### src/hdl/spc_pkg.sv
// Shared types and constants of the saliency peak centroid block.
// No dependencies; every other file imports this package.
package spc_pkg;

  // Frame geometry of the downsampled pixel stream.
  localparam int unsigned FRAME_WIDTH  = 320;
  localparam int unsigned FRAME_HEIGHT = 240;
  localparam int unsigned COL_W = $clog2(FRAME_WIDTH);
  localparam int unsigned ROW_W = $clog2(FRAME_HEIGHT);

  // Field and register widths.
  localparam int unsigned PIX_W    = 8;
  localparam int unsigned WEIGHT_W = 16;
  localparam int unsigned RAD_W    = 18;
  localparam int unsigned CNT_W    = 17;
  localparam int unsigned CFG_W    = 18;
  localparam int unsigned CFG_IDX_W = 2;

  // Coordinate sums must not wrap even when a frame never ends.
  localparam int unsigned SUM_W  = CNT_W + COL_W;
  localparam int unsigned DIVD_W = SUM_W + 1;
  localparam int unsigned DIVS_W = CNT_W + 1;
  localparam int unsigned Q_W    = COL_W;
  localparam int unsigned DIST_W = 2 * COL_W + 1;

  localparam logic [CNT_W-1:0] COUNT_MAX = {CNT_W{1'b1}};
  localparam logic [PIX_W-1:0] LEVEL_MAX = {PIX_W{1'b1}};

  // Register indexes of the configuration port.
  typedef enum logic [CFG_IDX_W-1:0] {
    REG_WEIGHT_COLOUR    = 2'd0,
    REG_WEIGHT_CONVERTED = 2'd1,
    REG_WEIGHT_MOTION    = 2'd2,
    REG_RADIUS_SQ        = 2'd3
  } cfg_reg_t;

  // One classified pixel travelling from the front to the back.
  typedef struct packed {
    logic             last;
    logic [ROW_W-1:0] y;
    logic [COL_W-1:0] x;
    logic [PIX_W-1:0] fused;
  } pix_t;

  // One result item.
  typedef struct packed {
    logic [CNT_W-1:0] peak_count;
    logic [PIX_W-1:0] peak_level;
    logic [7:0]       cent_row;
    logic [8:0]       cent_col;
    logic             frame_done;
    logic [PIX_W-1:0] fused_value;
  } result_t;

  // Back-end sequencer states.
  typedef enum logic [1:0] {
    BK_IDLE,
    BK_START,
    BK_DIV,
    BK_EMIT
  } back_state_t;

endpackage

### src/hdl/spc_front.sv
// Front end: accepts pixels, fuses the three maps and tags each item with its position.
// Depends on spc_pkg.
module spc_front (
  input  logic                          clk,
  input  logic                          rst,
  input  logic                          in_valid,
  output logic                          in_ready,
  input  logic [spc_pkg::PIX_W-1:0]     converted_value,
  input  logic [spc_pkg::PIX_W-1:0]     colour_value,
  input  logic [spc_pkg::PIX_W-1:0]     motion_value,
  input  logic                          frame_last,
  input  logic [spc_pkg::WEIGHT_W-1:0]  weight_colour,
  input  logic [spc_pkg::WEIGHT_W-1:0]  weight_converted,
  input  logic [spc_pkg::WEIGHT_W-1:0]  weight_motion,
  input  logic                          q_full,
  output logic                          q_push,
  output spc_pkg::pix_t                 q_data
);
  import spc_pkg::*;

  localparam int unsigned PROD_W = PIX_W + WEIGHT_W;
  localparam int unsigned ACC_W  = PROD_W + 3;

  logic [COL_W-1:0]  col;
  logic [ROW_W-1:0]  row;
  logic [PROD_W-1:0] p_conv, p_col, p_mot;
  logic [ACC_W-1:0]  acc;
  logic [ACC_W-WEIGHT_W-1:0] level;
  logic [PIX_W-1:0]  fused;

  assign in_ready = !q_full;
  assign q_push   = in_valid && in_ready;

  // Weighted sum, rounded up to whole levels and saturated.
  always_comb begin
    p_conv = PROD_W'(converted_value) * PROD_W'(weight_converted);
    p_col  = PROD_W'(colour_value) * PROD_W'(weight_colour);
    p_mot  = PROD_W'(motion_value) * PROD_W'(weight_motion);
    acc    = ACC_W'(p_conv) + ACC_W'(p_col) + ACC_W'(p_mot) + ACC_W'({WEIGHT_W{1'b1}});
    level  = acc[ACC_W-1:WEIGHT_W];
    if (level > (ACC_W-WEIGHT_W)'(LEVEL_MAX)) begin
      fused = LEVEL_MAX;
    end else begin
      fused = level[PIX_W-1:0];
    end
  end

  always_comb begin
    q_data.last  = frame_last;
    q_data.y     = row;
    q_data.x     = col;
    q_data.fused = fused;
  end

  // Raster position; the last pixel of a frame returns it to the origin.
  always_ff @(posedge clk) begin
    if (rst) begin
      col <= '0;
      row <= '0;
    end else if (q_push) begin
      if (frame_last) begin
        col <= '0;
        row <= '0;
      end else if (col == COL_W'(FRAME_WIDTH - 1)) begin
        col <= '0;
        if (row == ROW_W'(FRAME_HEIGHT - 1)) begin
          row <= '0;
        end else begin
          row <= row + 1'b1;
        end
      end else begin
        col <= col + 1'b1;
      end
    end
  end

endmodule

### src/hdl/spc_fifo.sv
// Short queue of classified pixels between the front and the back end.
// Depends on spc_pkg.
module spc_fifo (
  input  logic          clk,
  input  logic          rst,
  input  logic          push,
  input  spc_pkg::pix_t wr_data,
  input  logic          pop,
  output spc_pkg::pix_t rd_data,
  output logic          full,
  output logic          empty
);
  import spc_pkg::*;

  localparam int unsigned DEPTH = 4;
  localparam int unsigned PTR_W = $clog2(DEPTH);

  pix_t               entries [DEPTH];
  logic [PTR_W-1:0]   wr_ptr, rd_ptr;
  logic [PTR_W:0]     count;

  assign full    = (count == (PTR_W+1)'(DEPTH));
  assign empty   = (count == '0);
  assign rd_data = entries[rd_ptr];

  // Pointers and fill level.
  always_ff @(posedge clk) begin
    if (rst) begin
      wr_ptr <= '0;
      rd_ptr <= '0;
      count  <= '0;
    end else begin
      if (push) begin
        wr_ptr <= wr_ptr + 1'b1;
      end
      if (pop) begin
        rd_ptr <= rd_ptr + 1'b1;
      end
      if (push && !pop) begin
        count <= count + 1'b1;
      end else if (pop && !push) begin
        count <= count - 1'b1;
      end
    end
  end

  // Storage needs no reset.
  always_ff @(posedge clk) begin
    if (push) begin
      entries[wr_ptr] <= wr_data;
    end
  end

endmodule

### src/hdl/spc_div.sv
// Restoring divider, one quotient bit a cycle, for the centroid coordinates.
// Depends on spc_pkg; the quotient must be known to fit in Q_W bits.
module spc_div (
  input  logic                        clk,
  input  logic                        rst,
  input  logic                        start,
  input  logic [spc_pkg::DIVD_W-1:0]  dividend,
  input  logic [spc_pkg::DIVS_W-1:0]  divisor,
  output logic                        done,
  output logic [spc_pkg::Q_W-1:0]     quotient
);
  import spc_pkg::*;

  localparam int unsigned CNT_BITS = $clog2(Q_W);

  logic [DIVD_W-1:0]   rem;
  logic [DIVD_W-1:0]   dshift;
  logic [CNT_BITS-1:0] step;
  logic                busy;
  logic                ge;

  assign ge = (rem >= dshift);

  // Control: count the quotient bits and flag the last one.
  always_ff @(posedge clk) begin
    if (rst) begin
      busy <= 1'b0;
      done <= 1'b0;
      step <= '0;
    end else begin
      done <= 1'b0;
      if (start) begin
        busy <= 1'b1;
        step <= CNT_BITS'(Q_W - 1);
      end else if (busy) begin
        step <= step - 1'b1;
        if (step == '0) begin
          busy <= 1'b0;
          done <= 1'b1;
        end
      end
    end
  end

  // Datapath: compare against the shifted divisor and subtract where it fits.
  always_ff @(posedge clk) begin
    if (start) begin
      rem      <= dividend;
      dshift   <= DIVD_W'(divisor) << (Q_W - 1);
      quotient <= '0;
    end else if (busy) begin
      if (ge) begin
        rem <= rem - dshift;
      end
      dshift   <= dshift >> 1;
      quotient <= {quotient[Q_W-2:0], ge};
    end
  end

endmodule

### src/hdl/spc_back.sv
// Back end: tracks the frame peak and its cluster, and produces the result items.
// Depends on spc_pkg and spc_div.
module spc_back (
  input  logic                      clk,
  input  logic                      rst,
  input  logic [spc_pkg::RAD_W-1:0] cluster_radius_sq,
  input  logic                      q_empty,
  input  spc_pkg::pix_t             q_data,
  output logic                      q_pop,
  output logic                      res_valid,
  input  logic                      res_ready,
  output spc_pkg::result_t          res
);
  import spc_pkg::*;

  back_state_t state, state_next;

  logic [PIX_W-1:0] best_level;
  logic [COL_W-1:0] anchor_col;
  logic [ROW_W-1:0] anchor_row;
  logic [SUM_W-1:0] sum_col, sum_row;
  logic [CNT_W-1:0] member_count;
  logic             anchor_found;
  logic [PIX_W-1:0] last_fused;

  logic             out_free, div_start, emit;
  logic [COL_W-1:0] dx;
  logic [ROW_W-1:0] dy;
  logic [DIST_W-1:0] dist_sq;
  logic             restart, join_cluster;
  logic             div_done_x, div_done_y;
  logic [Q_W-1:0]   quot_x, quot_y;
  logic [DIVD_W-1:0] divd_x, divd_y;
  logic [DIVS_W-1:0] divs;

  assign out_free = !res_valid || res_ready;

  // Sequencer outputs.
  always_comb begin
    q_pop     = (state == BK_IDLE) && !q_empty && out_free;
    div_start = (state == BK_START);
    emit      = (state == BK_EMIT) && out_free;
  end

  // Sequencer next state.
  always_comb begin
    state_next = state;
    unique case (state)
      BK_IDLE: begin
        if (q_pop && q_data.last) begin
          state_next = BK_START;
        end
      end
      BK_START: state_next = BK_DIV;
      BK_DIV: begin
        if (div_done_x && div_done_y) begin
          state_next = BK_EMIT;
        end
      end
      BK_EMIT: begin
        if (out_free) begin
          state_next = BK_IDLE;
        end
      end
      default: state_next = BK_IDLE;
    endcase
  end

  always_ff @(posedge clk) begin
    if (rst) begin
      state <= BK_IDLE;
    end else begin
      state <= state_next;
    end
  end

  // Distance of the current pixel to the cluster anchor and the join decision.
  always_comb begin
    dx = (q_data.x >= anchor_col) ? (q_data.x - anchor_col) : (anchor_col - q_data.x);
    dy = (q_data.y >= anchor_row) ? (q_data.y - anchor_row) : (anchor_row - q_data.y);
    dist_sq = DIST_W'(DIST_W'(dx) * DIST_W'(dx)) + DIST_W'(DIST_W'(dy) * DIST_W'(dy));
    restart = !anchor_found || (q_data.fused > best_level);
    join_cluster = (q_data.fused == best_level) && (member_count != COUNT_MAX) &&
                   ((DIST_W + 1)'(dist_sq) < (DIST_W + 1)'(cluster_radius_sq));
  end

  // Cluster state: a higher level restarts it, the end of a frame clears it.
  always_ff @(posedge clk) begin
    if (rst) begin
      best_level   <= '0;
      anchor_col   <= '0;
      anchor_row   <= '0;
      sum_col      <= '0;
      sum_row      <= '0;
      member_count <= '0;
      anchor_found <= 1'b0;
    end else if (emit) begin
      best_level   <= '0;
      anchor_col   <= '0;
      anchor_row   <= '0;
      sum_col      <= '0;
      sum_row      <= '0;
      member_count <= '0;
      anchor_found <= 1'b0;
    end else if (q_pop) begin
      if (restart) begin
        best_level   <= q_data.fused;
        anchor_col   <= q_data.x;
        anchor_row   <= q_data.y;
        sum_col      <= SUM_W'(q_data.x);
        sum_row      <= SUM_W'(q_data.y);
        member_count <= CNT_W'(1);
        anchor_found <= 1'b1;
      end else if (join_cluster) begin
        sum_col      <= sum_col + SUM_W'(q_data.x);
        sum_row      <= sum_row + SUM_W'(q_data.y);
        member_count <= member_count + 1'b1;
      end
    end
  end

  always_ff @(posedge clk) begin
    if (q_pop) begin
      last_fused <= q_data.fused;
    end
  end

  // Centroid with halves rounded down: (2 * sum + n - 1) / (2 * n).
  always_comb begin
    divs   = {member_count, 1'b0};
    divd_x = {sum_col, 1'b0} + DIVD_W'(member_count) - DIVD_W'(1);
    divd_y = {sum_row, 1'b0} + DIVD_W'(member_count) - DIVD_W'(1);
  end

  spc_div u_div_x (
    .clk      (clk),
    .rst      (rst),
    .start    (div_start),
    .dividend (divd_x),
    .divisor  (divs),
    .done     (div_done_x),
    .quotient (quot_x)
  );

  spc_div u_div_y (
    .clk      (clk),
    .rst      (rst),
    .start    (div_start),
    .dividend (divd_y),
    .divisor  (divs),
    .done     (div_done_y),
    .quotient (quot_y)
  );

  // Output register: ordinary pixels leave at once, the frame summary after division.
  always_ff @(posedge clk) begin
    if (rst) begin
      res_valid <= 1'b0;
    end else if (q_pop && !q_data.last) begin
      res_valid <= 1'b1;
    end else if (emit) begin
      res_valid <= 1'b1;
    end else if (res_ready) begin
      res_valid <= 1'b0;
    end
  end

  always_ff @(posedge clk) begin
    if (q_pop && !q_data.last) begin
      res <= '{peak_count: '0, peak_level: '0, cent_row: '0, cent_col: '0,
               frame_done: 1'b0, fused_value: q_data.fused};
    end else if (emit) begin
      res <= '{peak_count: member_count, peak_level: best_level,
               cent_row: quot_y[7:0], cent_col: quot_x[8:0],
               frame_done: 1'b1, fused_value: last_fused};
    end
  end

endmodule

### src/hdl/saliency_peak_centroid.sv
// Top level of the saliency peak centroid block: configuration registers and wiring.
// Depends on spc_pkg, spc_front, spc_fifo, spc_back and spc_div.
//
//   Channel   Direction  Handshake                   Contents
//   s_axis    in         s_axis_tvalid/tready        three saliency samples, tlast ends frame
//   m_axis    out        m_axis_tvalid/tready        fused pixel, centroid summary on frame end
//   cfg       in         cfg_we                      weights and cluster radius
//
// Ordinary pixels pass at one item per clock while the output is not stalled; the front
// fuses and queues them, the back updates the cluster as it pops them. A frame-end pixel
// occupies the back through the pop, the divider start, the quotient-bit steps, a step
// to see the divider finish and one to emit the summary.
// Reset is synchronous; it clears the frame state and restores the register defaults.
// A stalled output holds the back; the four-entry queue keeps the input open meanwhile.
module saliency_peak_centroid (
  input  logic        clk,
  input  logic        rst,
  input  logic        s_axis_tvalid,
  output logic        s_axis_tready,
  input  logic [23:0] s_axis_tdata,   // converted_value, colour_value, motion_value
  input  logic        s_axis_tlast,   // frame_last
  output logic        m_axis_tvalid,
  input  logic        m_axis_tready,
  output logic [55:0] m_axis_tdata,   // fused_value, cent_col, cent_row, peak_level,
                                      // peak_count, zero padding
  output logic        m_axis_tuser,   // frame_done
  input  logic        cfg_we,
  input  logic [spc_pkg::CFG_IDX_W-1:0] cfg_addr,
  input  logic [spc_pkg::CFG_W-1:0]     cfg_wdata
);
  import spc_pkg::*;

  logic [WEIGHT_W-1:0] weight_colour, weight_converted, weight_motion;
  logic [RAD_W-1:0]    cluster_radius_sq;

  logic    q_push, q_pop, q_full, q_empty;
  pix_t    q_wr, q_rd;
  result_t res;

  // Configuration registers.
  always_ff @(posedge clk) begin
    if (rst) begin
      weight_colour     <= WEIGHT_W'(14564);
      weight_converted  <= WEIGHT_W'(36409);
      weight_motion     <= WEIGHT_W'(14564);
      cluster_radius_sq <= RAD_W'(100);
    end else if (cfg_we) begin
      unique case (cfg_reg_t'(cfg_addr))
        REG_WEIGHT_COLOUR:    weight_colour     <= cfg_wdata[WEIGHT_W-1:0];
        REG_WEIGHT_CONVERTED: weight_converted  <= cfg_wdata[WEIGHT_W-1:0];
        REG_WEIGHT_MOTION:    weight_motion     <= cfg_wdata[WEIGHT_W-1:0];
        REG_RADIUS_SQ:        cluster_radius_sq <= cfg_wdata[RAD_W-1:0];
        default: ;
      endcase
    end
  end

  spc_front u_front (
    .clk              (clk),
    .rst              (rst),
    .in_valid         (s_axis_tvalid),
    .in_ready         (s_axis_tready),
    .converted_value  (s_axis_tdata[7:0]),
    .colour_value     (s_axis_tdata[15:8]),
    .motion_value     (s_axis_tdata[23:16]),
    .frame_last       (s_axis_tlast),
    .weight_colour    (weight_colour),
    .weight_converted (weight_converted),
    .weight_motion    (weight_motion),
    .q_full           (q_full),
    .q_push           (q_push),
    .q_data           (q_wr)
  );

  spc_fifo u_fifo (
    .clk     (clk),
    .rst     (rst),
    .push    (q_push),
    .wr_data (q_wr),
    .pop     (q_pop),
    .rd_data (q_rd),
    .full    (q_full),
    .empty   (q_empty)
  );

  spc_back u_back (
    .clk               (clk),
    .rst               (rst),
    .cluster_radius_sq (cluster_radius_sq),
    .q_empty           (q_empty),
    .q_data            (q_rd),
    .q_pop             (q_pop),
    .res_valid         (m_axis_tvalid),
    .res_ready         (m_axis_tready),
    .res               (res)
  );

  assign m_axis_tdata = {6'b0, res.peak_count, res.peak_level, res.cent_row,
                         res.cent_col, res.fused_value};
  assign m_axis_tuser = res.frame_done;

  // An ordinary pixel carries no frame summary.
  a_no_summary: assert property (@(posedge clk) disable iff (rst)
    m_axis_tvalid && !m_axis_tuser |-> m_axis_tdata[49:8] == '0)
    else $error("summary fields set on an ordinary pixel");

  // A frame summary always counts at least the anchor pixel.
  a_count_nonzero: assert property (@(posedge clk) disable iff (rst)
    m_axis_tvalid && m_axis_tuser |-> m_axis_tdata[49:33] != '0)
    else $error("frame summary with an empty cluster");

  // The centroid lies inside the frame.
  a_centroid_range: assert property (@(posedge clk) disable iff (rst)
    m_axis_tvalid && m_axis_tuser |->
      m_axis_tdata[16:8] < 9'(FRAME_WIDTH) && m_axis_tdata[24:17] < 8'(FRAME_HEIGHT))
    else $error("centroid outside the frame");

  // The queue never takes an item while full.
  a_queue_overflow: assert property (@(posedge clk) disable iff (rst)
    q_push |-> !q_full)
    else $error("queue written while full");

endmodule
### config.mk
export PLATFORM = sky130hd
export DESIGN_NAME = saliency_peak_centroid
export DESIGN_NICKNAME = d
export VERILOG_FILES = /design/src/hdl/spc_pkg.sv /design/src/hdl/spc_front.sv /design/src/hdl/spc_fifo.sv /design/src/hdl/spc_div.sv /design/src/hdl/spc_back.sv /design/src/hdl/saliency_peak_centroid.sv
export SDC_FILE = /design/constraint.sdc
export NUM_CORES = 2
export LEC_CHECK = 0
export BUFFER_PORTS_ARGS = -buffer_cell sky130_fd_sc_hd__buf_4
export CAP_MARGIN = 20
export CELL_PAD_IN_SITES_DETAIL_PLACEMENT = 0
export CELL_PAD_IN_SITES_GLOBAL_PLACEMENT = 1
export CORE_MARGIN = 3
export CORE_UTILIZATION = 46
export DETAILED_ROUTE_END_ITERATION = 12
export PLACE_DENSITY = 0.81
export SETUP_SLACK_MARGIN = 0.3
export SKIP_LAST_GASP = 1
export SLEW_MARGIN = 10
export SYNTH_ARGS = -nofsm -noshare
export SYNTH_HDL_FRONTEND = slang
export SYNTH_SLANG_ARGS = --single-unit
### constraint.sdc
create_clock -name clk -period 12.1 [get_ports clk]
set_clock_uncertainty 0.15 [all_clocks]
set_input_delay 2.42 -clock clk [delete_from_list [all_inputs] [get_ports clk]]
set_output_delay 2.42 -clock clk [all_outputs]
set_load 0.05 [all_outputs]
; Word level (Yosys, flattened, before mapping)
; Memory sizes are Yosys's and may differ from the RTL's. A register that Yosys moved wholly into a read port is not among the register bits.
; Cells that the tools add are included.
[op_classes]
addsub = 25
mul = 5
div_mod_pow = 0
magnitude_cmp = 7
n_eq_ne = 14
shifts = 0
muxes = 51
n_bitwise = 2
n_reduce_logical = 48
[ops]
columns = op, count
row1 = 2-to-1 mux 26 bit, 8
row2 = 2-to-1 mux 27 bit, 6
row3 = multiplier 8 x 16 -> 24 bit, 3
row4 = 2-to-1 mux 8 bit, 7
row5 = adder 27 x 17 -> 27 bit, 2
row6 = greater-or-equal comparator 27 x 26 -> 1 bit, 2
row7 = subtractor 27 x 1 -> 27 bit (second input constant), 2
row8 = subtractor 27 x 26 -> 27 bit, 2
row9 = 2-to-1 mux 17 bit, 2
row10 = adder 27 x 16 -> 27 bit (second input constant), 1
row11 = adder 27 x 24 -> 27 bit, 1
row12 = 2-to-1 mux 9 bit, 3
row13 = adder 26 x 8 -> 26 bit, 1
row14 = adder 26 x 9 -> 26 bit, 1
row15 = adder 24 x 24 -> 25 bit, 1
row16 = adder 18 x 16 -> 19 bit, 1
row17 = < comparator 19 x 18 -> 1 bit, 1
row18 = multiplier 9 x 9 -> 18 bit, 1
row19 = AND reduction 2 bit, 9
row20 = subtractor 9 bit, 2
row21 = adder 17 x 1 -> 17 bit (second input constant), 1
row22 = inequality test 17 bit (second input constant), 1
row23 = multiplier 8 x 8 -> 16 bit, 1
row24 = 2-to-1 mux 4 bit, 4
row25 = 35 further kinds, 89
[totals]
ff_bits = 382
latch_bits = 0
ram_bits = 104
mem_bits_ro = 0
out_inout_bits = 59
n_memories = 1
[mem_list]
columns = memory, words, width, read_ports, rd_ports_with_merged_regs, write_ports, line
row1 = u_fifo.entries, 4, 26, 1, 1, 1, spc_fifo.sv:18  ; pix_t entries [DEPTH];

; Logic depth before layout (Yosys ltp)
[logic_depth]
depth_word = 8
ltp_mapped = 47

; Cells and area by module
; From an unflattened synthesis, not the netlist that was laid out.
[unflattened]
hier_cells = 5046
area_unflattened_um2 = 46135.5
[modules_own_cells]
columns = module, n_inst, cells_each, area_per_inst_um2
row1 = spc_back, 1, 2156, 17051.4
row2 = spc_front, 1, 1504, 13510.5
row3 = spc_div, 2, 473, 4324.1
row4 = spc_fifo, 1, 180, 4226.6
row5 = saliency_peak_centroid, 1, 260, 2698.8

; Worst setup path before layout
; Ideal clock, no wire load.
[synth_timing]
path_type = input to register
startpoint = in s_axis_tdata[1]
endpoint = mem u_fifo.entries[0][5] in the netlist's numbering, data pin
setup_time_ps = 278
arrival_ps = 11067
required_time_ps = 11672
slack_ps = 605
path_stages = 33
n_path_buf = 1
path_cell_list = clkbuf_1 > nand2_1 > fa_1 > fa_1 > inv_1 > fa_1 > fa_1 > fa_1 > inv_1 > fa_1 > inv_1 > ha_1 > nor4_1 > o21ai_0 > a31o_2 > a41oi_1 > o2bb2ai_1 > xnor2_1 > ha_1 > inv_1 > fa_1 > fa_1 > inv_1 > fa_1 > ha_1 > ha_1 > nand4_1 > o21ai_0 > a21oi_1 > o21ai_0 > a2111oi_0 > a41o_1 > or3_1
[synth_rtl]
columns = element, line
row1 = start: declaration, saliency_peak_centroid.sv:20  ; input logic [23:0] s_axis_tdata,
row2 = end: declaration, spc_fifo.sv:18

==> key figures <==
Worst setup path
  • Crit path kind: register to register
  • CP max stage delay: 0.63 ns
  • CP Data Arrival Time: between 10 and 15 ns
  • Worst Setup Start Kind: register
  • WP data required: between 10 and 15 ns
  • Slowest-stage cell, CP: mux4_2
  • Crit Path Max Fanout: 16
  • Crit path max-delay family: adder cells
  • Crit. End Element: register
  • Buf+Inv Stages, Crit Path: 11

Global route
  • All-layer global routing usage: between 20% and 30%
  • Vias in the first global route: 33,400
  • Antenna violations before repair: 0
  • First-pass GRT wire length: roughly 180 mm
  • Gr ovfl total: 0
  • Largest net degree at the start of global routing: 68

Route
  • Post-route ant nets: 0
  • Via count: around 33,000
  • Remaining DRCs: 0
  • WL final: around 110 mm
  • WL/cell: 17.3 µm
  • Initial DRC count: between 2,000 and 2,500
  • Vias per inst: approximately 5.2
  • First-pass DRT Iterations: 6

Synthesis
  • Syn avg cell area: about 9.0 µm²
  • Seq cells post-synth: 488
  • Synth cell types: 94
  • Syn Inst Count: around 5,000
  • EDFF count, synth: 208
  • Async SR Flop Fraction: 0%
  • Top post-synthesis cells by area: fa_1 (19%), edfxtp_1 (14%), dfxtp_1 (13%)
  • Sequential area share after synthesis: between 20% and 30%
  • Post-synth top flop: dfxtp_1
  • Yosys warns: 0
  • Synth Cell Area: around 44,000 µm²
  • Post-synth top area cell: fa_1
  • Top-area cell type share of the netlist area: a little under a fifth

Timing
  • RSZ-0062 raised after global routing: no
  • Final WS setup: between 0.8 and 0.9 ns
  • Crit share post-route: 93.2%
  • # setup viols final: 0
  • Measured slew at the worst slew-check pin: between 1 and 1.5 ns
  • Final max-slew violation count: 0
  • Worst hold slack: a little over 0.3 ns
  • Max Clk Rate: between 0.08 and 0.09 GHz
  • Setup TNS: 0 ns
  • Headroom to the max-slew limit: a little over a quarter
  • Final min period: between 10 and 15 ns
  • Final hold vios: 0

Placed design
  • Post-place setup slack: 0.150 ns
  • GP Congestion: a little under 0.9
  • Port bufs: ~100
  • Post-DP HPWL: 85.8 mm

Finish
  • Layout filler cell count: 8,888
  • Layout Nets: approximately 5,900
  • Share of cells above drive strength 1: under 10%
  • Ant diodes: 0
  • Layout area overhead: 9.79%

Die
  • Die Ht: 316 µm
  • Die ar.: ~100,000 µm²
  • Initial core utilization: between 40 and 50%
  • Site Rows: around 110
  • Core area: roughly 95,000 µm²
  • Top Ports: about 110
  • Die W: 316 µm

Clocking
  • H-tree Lvls: 2
  • Clk sink count: about 490
  • Register clock-pin slew on the reported worst setup and hold paths: 0.06 ns
  • CTS tree: done
  • Worst-Skew Late Latency: 0.66 ns
  • Root Buffer: clkbuf_16
  • Num CTS Buffers: between 50 and 60
  • Clk buf depth: 3
  • CTS hold repair buffers: 0

Status
  • Status: finished, final reports clean

Hold path
  • HP Class: register to register
  • Hold path start: cluster_radius_sq[1]

Run
  • Maxcap violations: 0
## cells by family after synthesis
kind of cell    after synthesis  synth area share (%)
compound gates              803                  11.2
buf+inv                    1018                  8.73
fa+ha+maj                   859                  31.4
xor+xnor                    189                  3.82
flops                       488                  26.8
simple gates               1473                  15.2
other cells                   1               0.00847
mux                          94                  2.91
## worst reg2reg max path: cells and delay by family, from the launching register on
kind	cells	cell delay, ns
adders and majority gates	9	4.02
AOI/OAI and AO/OA	14	2.61
muxes	2	0.95
buffers and inverters	11	1.21
xor gates and xnor gates	2	0.34
and+or+nand+nor	7	1.44
DFF	1	0.38
## metrics by stage
stage / instances / cell area (µm²) / utilization (%)
after floorplan: 4930 / 44300 / -
after global placement: 6181 / 46500 / 48.8
after detailed placement: 6181 / 46500 / 48.8
after CTS: 6283 / 48400 / 50.9
after global routing: 6293 / 48600 / 51.1
final: 6293 / 48600 / 51.1
## Yosys cell counts, types with 14 or more instances
master and count:
a211oi_1 42, a21o_1 69, a21oi_1 327, a31oi_1 18, and2_1 162, and3_1 29, buf_1 19, clkbuf_1 146
dfxtp_1 280, edfxtp_1 208, fa_1 420, ha_1 439, inv_1 830, mux2_2 14, mux2i_1 53, mux4_2 26
nand2_1 684, nand2b_1 44, nand3_1 62, nand3b_1 27, nand4_1 27, nor2_1 298, nor2b_1 25, nor3_1 42
o21a_1 27, o21ai_0 174, o21bai_1 21, o31ai_1 20, or3_1 18, xnor2_1 117, xor2_1 69
## area by class of cell
cell class	count	area (µm²)	area share, %
well taps	1265	1580	3.26
repair buffers	179	1370	2.82
multi-input cells	3424	28700	59.0
flip-flops and latches	488	11900	24.4
clock inverters	28	404	0.832
inverters	835	3130	6.45
clock buffers	74	1570	3.23
## worst paths after layout
path	cells past startpoint	endpoint	slack (ns)
min	2	cluster_radius_sq[1]	0.30
max	45	u_back.sum_col[15]	0.82
max reg2reg	45	u_back.sum_col[15]	0.82
min reg2reg	2	cluster_radius_sq[1]	0.30
## sequential cells by signal, indices dropped and copies added, names as in the netlist, 3 cells and up, named ones only
register and count:
u_front.row 8, u_back.u_div_y.step 4, u_back.sum_col 26, u_back.u_div_x.rem 27, u_back.u_div_y.dshift 26, u_back.u_div_x.dshift 26
weight_colour 16, u_back.u_div_x.step 4, u_front.col 9, weight_motion 16, u_back.last_fused 8, u_fifo.count 3
u_back.u_div_y.quotient 8, u_back.best_level 8, u_back.member_count 17, u_back.res 51, u_back.u_div_y.rem 27, u_back.anchor_col 9
u_fifo.entries 104, cluster_radius_sq 18, weight_converted 16, u_back.sum_row 26, u_back.u_div_x.quotient 9, u_back.anchor_row 8
## layer usage
layer,part of all wire [%],routed length (µm),GRT usage [%]
met3,4.2,4580,2.50
met1,45,48900,30.5
met2,48,52300,37.6
met4,2.9,3180,6.00
met5,0,0,0
## repair_timing
action                     4_1_cts  5_1_grt
setup buffers                    0        9
setup endpoints to repair        0       66
gates resized for setup          0       16
## cells in the final DEF (no fill, tap or decap), drive strengths merged, types with 162 or more instances in the layout
cell,netlist,layout
inv,833,836
nand2,685,685
ha,439,439
fa,420,420
a21oi,327,327
nor2,299,299
dfxtp,280,280
edfxtp,208,208
buf,37,179
o21ai,179,179
and2,162,162
Power is not shown: default switching activity piles up to over one toggle a cycle in this logic, so the estimate is an artifact.
